===== config.mk =====
export PLATFORM = sky130hd
export DESIGN_NAME = insertion_sort_with_step_count
export DESIGN_NICKNAME = d
export VERILOG_FILES = /design/src/sv/isws_pkg.sv /design/src/sv/insertion_sort_with_step_count.sv /design/src/sv/isws_cell.sv
export SDC_FILE = /design/constraint.sdc
export NUM_CORES = 2
export LEC_CHECK = 0
export BUFFER_PORTS_ARGS = -buffer_cell sky130_fd_sc_hd__clkbuf_2
export CORE_MARGIN = 10
export CORE_UTILIZATION = 45
export CTS_BUF_LIST = sky130_fd_sc_hd__clkbuf_4 sky130_fd_sc_hd__clkbuf_8
export CTS_CLUSTER_SIZE = 25
export DETAILED_ROUTE_END_ITERATION = 6
export SETUP_SLACK_MARGIN = 0.1
export SLEW_MARGIN = 20
export SYNTH_ARGS = -nofsm -noshare
export SYNTH_HDL_FRONTEND = slang
export SYNTH_HIERARCHICAL = 1
export SYNTH_SLANG_ARGS = --single-unit

===== constraint.sdc =====
create_clock -name clk -period 8.85 [get_ports clk]
set_input_delay 1.77 -clock clk [delete_from_list [all_inputs] [get_ports clk]]
set_output_delay 1.77 -clock clk [all_outputs]
set_load 0.02 [all_outputs]

===== src/sv/isws_pkg.sv =====
`timescale 1ns / 1ps
// ----------------------------------------------------------------------------
// isws_pkg
// Shared widths, defaults and the cell control type of the insertion sorter.
// ----------------------------------------------------------------------------
package isws_pkg;

  localparam int VALUE_W           = 32;
  localparam int STEP_W            = 13;
  localparam int MAX_ITEMS_DEFAULT = 16;

  typedef struct packed {
    logic insert;      // place the broadcast value, shift greater ones up
    logic shift_down;  // move every entry one cell toward the output
  } cell_ctrl_t;

endpackage


===== src/sv/insertion_sort_with_step_count.sv =====
`timescale 1ns / 1ps
// An unmarked value is stored; busy stays low.
// Throughput: one value per cycle while busy is low.
// A marked value is stored, then the batch streams out from the next cycle,
// one result per cycle until every stored item has left, while busy is high.
// Reset clears the count, step total, drop flag and every cell's valid bit.
// ----------------------------------------------------------------------------
// insertion_sort_with_step_count
// Chain of compare cells that keeps a batch in ascending order, counts the
// insertion sort steps and streams the batch out after the marked beat.
// ----------------------------------------------------------------------------
module insertion_sort_with_step_count #(
  parameter int MAX_ITEMS = isws_pkg::MAX_ITEMS_DEFAULT
) (
  input  logic                                clk,
  input  logic                                rst,
  input  logic                                start,
  output logic                                busy,
  input  logic signed [isws_pkg::VALUE_W-1:0] value,
  input  logic                                last,
  output logic                                result_strobe,
  output logic signed [isws_pkg::VALUE_W-1:0] sorted_value,
  output logic                                last_out,
  output logic [isws_pkg::STEP_W-1:0]         step_count,
  output logic                                overflow
);
  import isws_pkg::*;

  localparam int CW = $clog2(MAX_ITEMS + 1);
  localparam logic ST_IDLE = 1'b0;
  localparam logic ST_EMIT = 1'b1;
  localparam logic [STEP_W:0] STEP_SAT = {1'b0, {STEP_W{1'b1}}};

  logic              state;
  logic [CW-1:0]     item_count;
  logic [CW-1:0]     item_count_next;
  logic [CW-1:0]     remaining;
  logic [STEP_W-1:0] step_total;
  logic              dropped_flag;

  cell_ctrl_t        ctrl;
  logic              accept;
  logic              full;
  logic [CW-1:0]     ins_pos;
  logic [CW-1:0]     greater;
  logic [STEP_W:0]   step_sum;

  logic signed [VALUE_W-1:0] cell_value [MAX_ITEMS];
  logic [MAX_ITEMS-1:0]      cell_valid;
  logic [MAX_ITEMS-1:0]      cell_ge;
  logic [MAX_ITEMS-1:0]      cell_edge;

  assign busy   = (state == ST_EMIT);
  assign accept = start && !busy;
  assign full   = (item_count == CW'(MAX_ITEMS));

  assign ctrl.insert     = accept && !full;
  assign ctrl.shift_down = busy;

  for (genvar i = 0; i < MAX_ITEMS; i++) begin : g_cell
    logic signed [VALUE_W-1:0] lv;
    logic signed [VALUE_W-1:0] rv;
    logic                      lval;
    logic                      lge;
    logic                      rval;

    if (i == 0) begin : g_first
      assign lv   = '0;
      assign lval = 1'b0;
      assign lge  = 1'b0;
    end else begin : g_mid
      assign lv   = cell_value[i-1];
      assign lval = cell_valid[i-1];
      assign lge  = cell_ge[i-1];
    end

    if (i == MAX_ITEMS - 1) begin : g_top
      assign rv   = '0;
      assign rval = 1'b0;
    end else begin : g_below
      assign rv   = cell_value[i+1];
      assign rval = cell_valid[i+1];
    end

    // The ge flags form a thermometer; its rising edge marks the slot.
    assign cell_edge[i] = cell_ge[i] && !lge;

    isws_cell u_cell (
      .clk        (clk),
      .rst        (rst),
      .ctrl       (ctrl),
      .new_value  (value),
      .left_value (lv),
      .left_valid (lval),
      .left_ge    (lge),
      .right_value(rv),
      .right_valid(rval),
      .value_q    (cell_value[i]),
      .valid_q    (cell_valid[i]),
      .ge         (cell_ge[i])
    );
  end

  always_comb begin
    ins_pos = '0;
    for (int i = 0; i < MAX_ITEMS; i++) begin
      if (cell_edge[i]) begin
        ins_pos = ins_pos | CW'(i);
      end
    end
  end

  // Every stored value above the slot is strictly greater than the new one.
  assign greater  = item_count - ins_pos;
  assign step_sum = {1'b0, step_total} + (STEP_W+1)'(2) + (STEP_W+1)'({greater, 1'b0});

  assign item_count_next = full ? item_count : item_count + CW'(1);

  always_ff @(posedge clk) begin
    if (rst) begin
      state        <= ST_IDLE;
      item_count   <= '0;
      remaining    <= '0;
      step_total   <= '0;
      dropped_flag <= 1'b0;
    end else begin
      unique case (state)
        ST_IDLE: begin
          if (accept) begin
            item_count <= item_count_next;
            if (full) begin
              dropped_flag <= 1'b1;
            end else if (item_count != '0) begin
              step_total <= (step_sum > STEP_SAT) ? STEP_SAT[STEP_W-1:0]
                                                  : step_sum[STEP_W-1:0];
            end
            if (last) begin
              state     <= ST_EMIT;
              remaining <= item_count_next;
            end
          end
        end
        ST_EMIT: begin
          remaining <= remaining - CW'(1);
          if (remaining == CW'(1)) begin
            state        <= ST_IDLE;
            item_count   <= '0;
            step_total   <= '0;
            dropped_flag <= 1'b0;
          end
        end
        default: begin
          state <= ST_IDLE;
        end
      endcase
    end
  end

  assign result_strobe = busy;
  assign sorted_value  = cell_value[0];
  assign last_out      = busy && (remaining == CW'(1));
  assign step_count    = step_total;
  assign overflow      = dropped_flag;

endmodule


===== src/sv/isws_cell.sv =====
`timescale 1ns / 1ps
// ----------------------------------------------------------------------------
// isws_cell
// One cell of the sorting chain: holds one value, compares it with the
// broadcast value and trades entries with its neighbors.
// ----------------------------------------------------------------------------
module isws_cell (
  input  logic                               clk,
  input  logic                               rst,
  input  isws_pkg::cell_ctrl_t               ctrl,
  input  logic signed [isws_pkg::VALUE_W-1:0] new_value,
  input  logic signed [isws_pkg::VALUE_W-1:0] left_value,
  input  logic                               left_valid,
  input  logic                               left_ge,
  input  logic signed [isws_pkg::VALUE_W-1:0] right_value,
  input  logic                               right_valid,
  output logic signed [isws_pkg::VALUE_W-1:0] value_q,
  output logic                               valid_q,
  output logic                               ge
);
  import isws_pkg::*;

  logic signed [VALUE_W-1:0] value_next;
  logic                      valid_next;

  // An empty cell counts as greater so that the new value lands in the
  // first free cell when nothing stored exceeds it.
  assign ge = !valid_q || (value_q > new_value);

  always_comb begin
    value_next = value_q;
    valid_next = valid_q;
    if (ctrl.shift_down) begin
      value_next = right_value;
      valid_next = right_valid;
    end else if (ctrl.insert) begin
      if (left_ge) begin
        value_next = left_value;
        valid_next = left_valid;
      end else if (ge) begin
        value_next = new_value;
        valid_next = 1'b1;
      end
    end
  end

  always_ff @(posedge clk) begin
    value_q <= value_next;
    if (rst) begin
      valid_q <= 1'b0;
    end else begin
      valid_q <= valid_next;
    end
  end

endmodule


==> results by group <==
Setup path
  • Crit path cell chain: clkbuf_2, buf_4, inv_1, ha_1, nand4_1, nor4_1, o31a_1, nor3_1, o21ai_4, o22ai_1, or4_1, ha_1, fa_1, inv_1, a21o_1, a21oi_1, xor2_1, ha_1, ha_1, and2_1, a221oi_2, a21oi_2, nand2b_1, a22o_1
  • CP endpoint kind: flop
  • Reg-to-Reg End: step_count[1]
  • CP startpoint kind: primary input
  • Critical Path AT: 8630 ps
  • CP Data Required Time: 9460 ps
  • Largest delay share family, worst path: simple AND/OR/NAND/NOR gates
  • Largest fanout on the critical path: 20
  • FF-to-FF Start: g_cell[6].u_cell/value_q[23]
  • Reg2reg path depth: 21
  • Slowest Stage Delay on Critical Path: 950 ps
  • WP buf/inv: 4
  • Register-to-Register Setup Slack: 2190 ps
  • CP Class: in2reg
  • CP most frequent cell: ha_1
  • Slowest-stage cell, CP: nor4_1

Global route
  • Initial antenna violation count: 1
  • Largest net degree at the start of global routing: 117
  • Grt ovf: 0
  • Vias in the first global route: 33600
  • Total track usage: 21.4%
  • First-pass GRT wire length: 186000 microns

Synthesis
  • Post-synthesis sequential area ratio: 38.6%
  • Synth Flop Type: edfxtp_1
  • Gate Count Post-Synth: 4509
  • Mapped Avg Cell Area: 9.31 sq um
  • Mapped cell area: 0.0420 sq mm
  • Cell variety after synth: 62
  • FF+latch count, synth: 553
  • Async set-reset flop share out of synthesis: 0%
  • Yosys Warn Count: 6
  • EDFF count, synth: 512

Floorplan
  • Die Ht: 325 microns
  • Initial Utilization: 45.6%
  • Core Box Area: 0.0921 sq mm
  • Die X: 325 microns
  • Overall die area: 0.106 sq mm
  • Site row count: 111
  • I/O Pins: 85

Timing
  • Tightest Pin Transition: 1150 ps
  • Setup_tns: 0 ps
  • Minimum clock period: 8020 ps
  • Final number of max-transition violations: 0
  • RSZ-0062 raised after global routing: no
  • Slew HR: 22.9%
  • Final hold violation count: 0
  • Final Setup Violations: 0
  • Fmax: 125 MHz
  • Final Cycle Share: 90.6%
  • Worst Skew: 34.3 ps

Layout
  • Most frequent cells in the layout: nand2_1 (648), inv_1 (551), o21ai_0 (537), ha_1 (530), mux2i_1 (514)
  • Area grow syn2layout: 11.6%
  • Layout cell share with drive strength beyond 1: 9.44%
  • Final net count: 5243
  • Commonest non-fill, non-tap cell in the layout: nand2_1
  • Final design utilization: 50.8%

CTS
  • Clock slew at reported path FFs: 60 ps
  • Hold_buf cts: 0
  • Root Driver: clkbuf_8
  • TritonCTS clock tree: yes
  • Worst-Skew Late Latency: 740 ps
  • Max Root-Sink Buffers: 3
  • H-tree levels: 3
  • CTS resizes: 0
  • CTS Sinks: 553
  • Clock buffer count from CTS: 107
  • Post-CTS setup buffers: 0

Placement
  • Post-DP HPWL: 84100 microns
  • PortBufs: 84
  • GP Congestion: 0.835

Drt
  • Initial detailed-routing violation count: 2619
  • Vias/cell: 5.62
  • Via count: 33800
  • Initial DRT Pass Iterations: 5
  • Routed wire length per instance: 19.5 microns
  • Final ANT Viol Nets: 0
  • Routed WL: 117000 microns
  • DRC errors left: 0

Min path
  • Hold Path Cell Cnt: 2
  • Hold Path Sink: overflow
  • Worst Min Path Start: overflow
  • Hold Crit Class: reg2reg

Flow run
  • Maximum Capacitance Violations: 0

Power and ir drop
  • Static Leak: 22.7 nW
  • Worst vdd rail ir drop: 0.0000967 V
  • P per Cell Area: 200 mW/mm^2

Status
  • Status: completed
-- report_power, final --
group          internal, mW  switching [mW]  leakage [nW]  total, mW
Combinational          1.08            1.63          16.1       2.71
Clock                  1.46            1.22          1.17       2.68
Sequential             3.51           0.455          5.43       3.97
Total                  6.06            3.31          22.7       9.36
-- cell families after synthesis --
| kind of cell | count (synthesis) | synth area share, % |
|---|---|---|
| adders and majority gates | 532 | 15.9 |
| and+or+nand+nor | 1110 | 11.7 |
| xor gates and xnor gates | 9 | 0.188 |
| other | 1 | 0.00894 |
| buffers and inverters | 731 | 6.71 |
| DFF | 553 | 38.6 |
| AOI/OAI and AO/OA | 1059 | 14.6 |
| muxes | 514 | 12.3 |
-- metal layers --
| layer | up-vias | part of all wire (%) | global-route usage (%) |
|---|---|---|---|
| li1 | 16600 | - | - |
| met1 | 16400 | 47 | 29.7 |
| met2 | 750 | 46 | 35.0 |
| met3 | 125 | 5.2 | 2.79 |
| met4 | 0 | 1.5 | 4.92 |
| met5 | - | 0 | 0 |
-- cell type report --
cell class / instances / area, sq um
clock inverter: 36 / 200
fill: 8600 / 45300
antenna: 1 / 2.50
clock buffer: 167 / 2000
timing repair buffer: 171 / 1230
tap: 1243 / 1560
inverter: 551 / 2070
multi-input combinational: 3291 / 23600
sequential: 553 / 16200
-- worst register-to-register path, stage by stage, from the launching register on --
cell and delay [ps]:
edfxtp_1 450, ha_1 350, nand4_1 210, nor4_1 1010, o31a_1 430, nor3_1 120
o21ai_4 510, o22ai_1 150, or4_1 500, ha_1 250, fa_1 410, inv_1 80
a21o_1 140, a21oi_1 80, xor2_1 140, ha_1 280, ha_1 350, and2_1 180
a221oi_2 360, a21oi_2 190, nand2b_1 180, a22o_1 180
-- how the worst max path moves through the flow --
stage	start	slack, ps	end	cells after the start
2_1_floorplan	value[14]	2350	step_count[7]	24
3_3_place_gp	value[30]	340	step_count[7]	24
3_5_place_dp	value[30]	350	step_count[7]	24
4_1_cts	value[30]	1140	step_count[7]	24
5_1_grt	value[25]	580	step_count[7]	24
6_report	value[30]	830	step_count[1]	24
-- cells in the mapped netlist, types with 41 or more instances --
cell,instances,area share (%)
nand4_1,130,1.9
nor2_1,131,1.2
nand3_1,54,0.64
nand2_1,648,5.8
o21ai_0,537,6.4
o21ai_1,49,0.58
mux2i_1,514,12
inv_1,551,4.9
ha_1,530,16
nor3_1,42,0.50
buf_2,48,0.57
edfxtp_1,512,37
clkbuf_1,130,1.2
dfxtp_1,41,2.0
a21oi_1,249,3.0
-- metrics by stage --
stage	worst slack, ps	hold WS (ps)	cells	instance area, sq um	total power, mW
after floorplan	2350	493	4575	42200	5.74
after global placement	341	446	5801	44400	6.60
after detailed placement	346	463	5807	44600	6.69
after CTS	1140	471	6010	46800	9.41
after global routing	576	501	6013	46800	9.98
final	832	461	6013	46800	9.36
-- registers in the layout, indices dropped and copies added, names as in the netlist --
name	count
busy	1
g_cell.u_cell/valid_q	16
g_cell.u_cell/value_q	512
item_count	5
overflow	1
remaining	5
step_count	13
(Power assumes the default switching activity.)
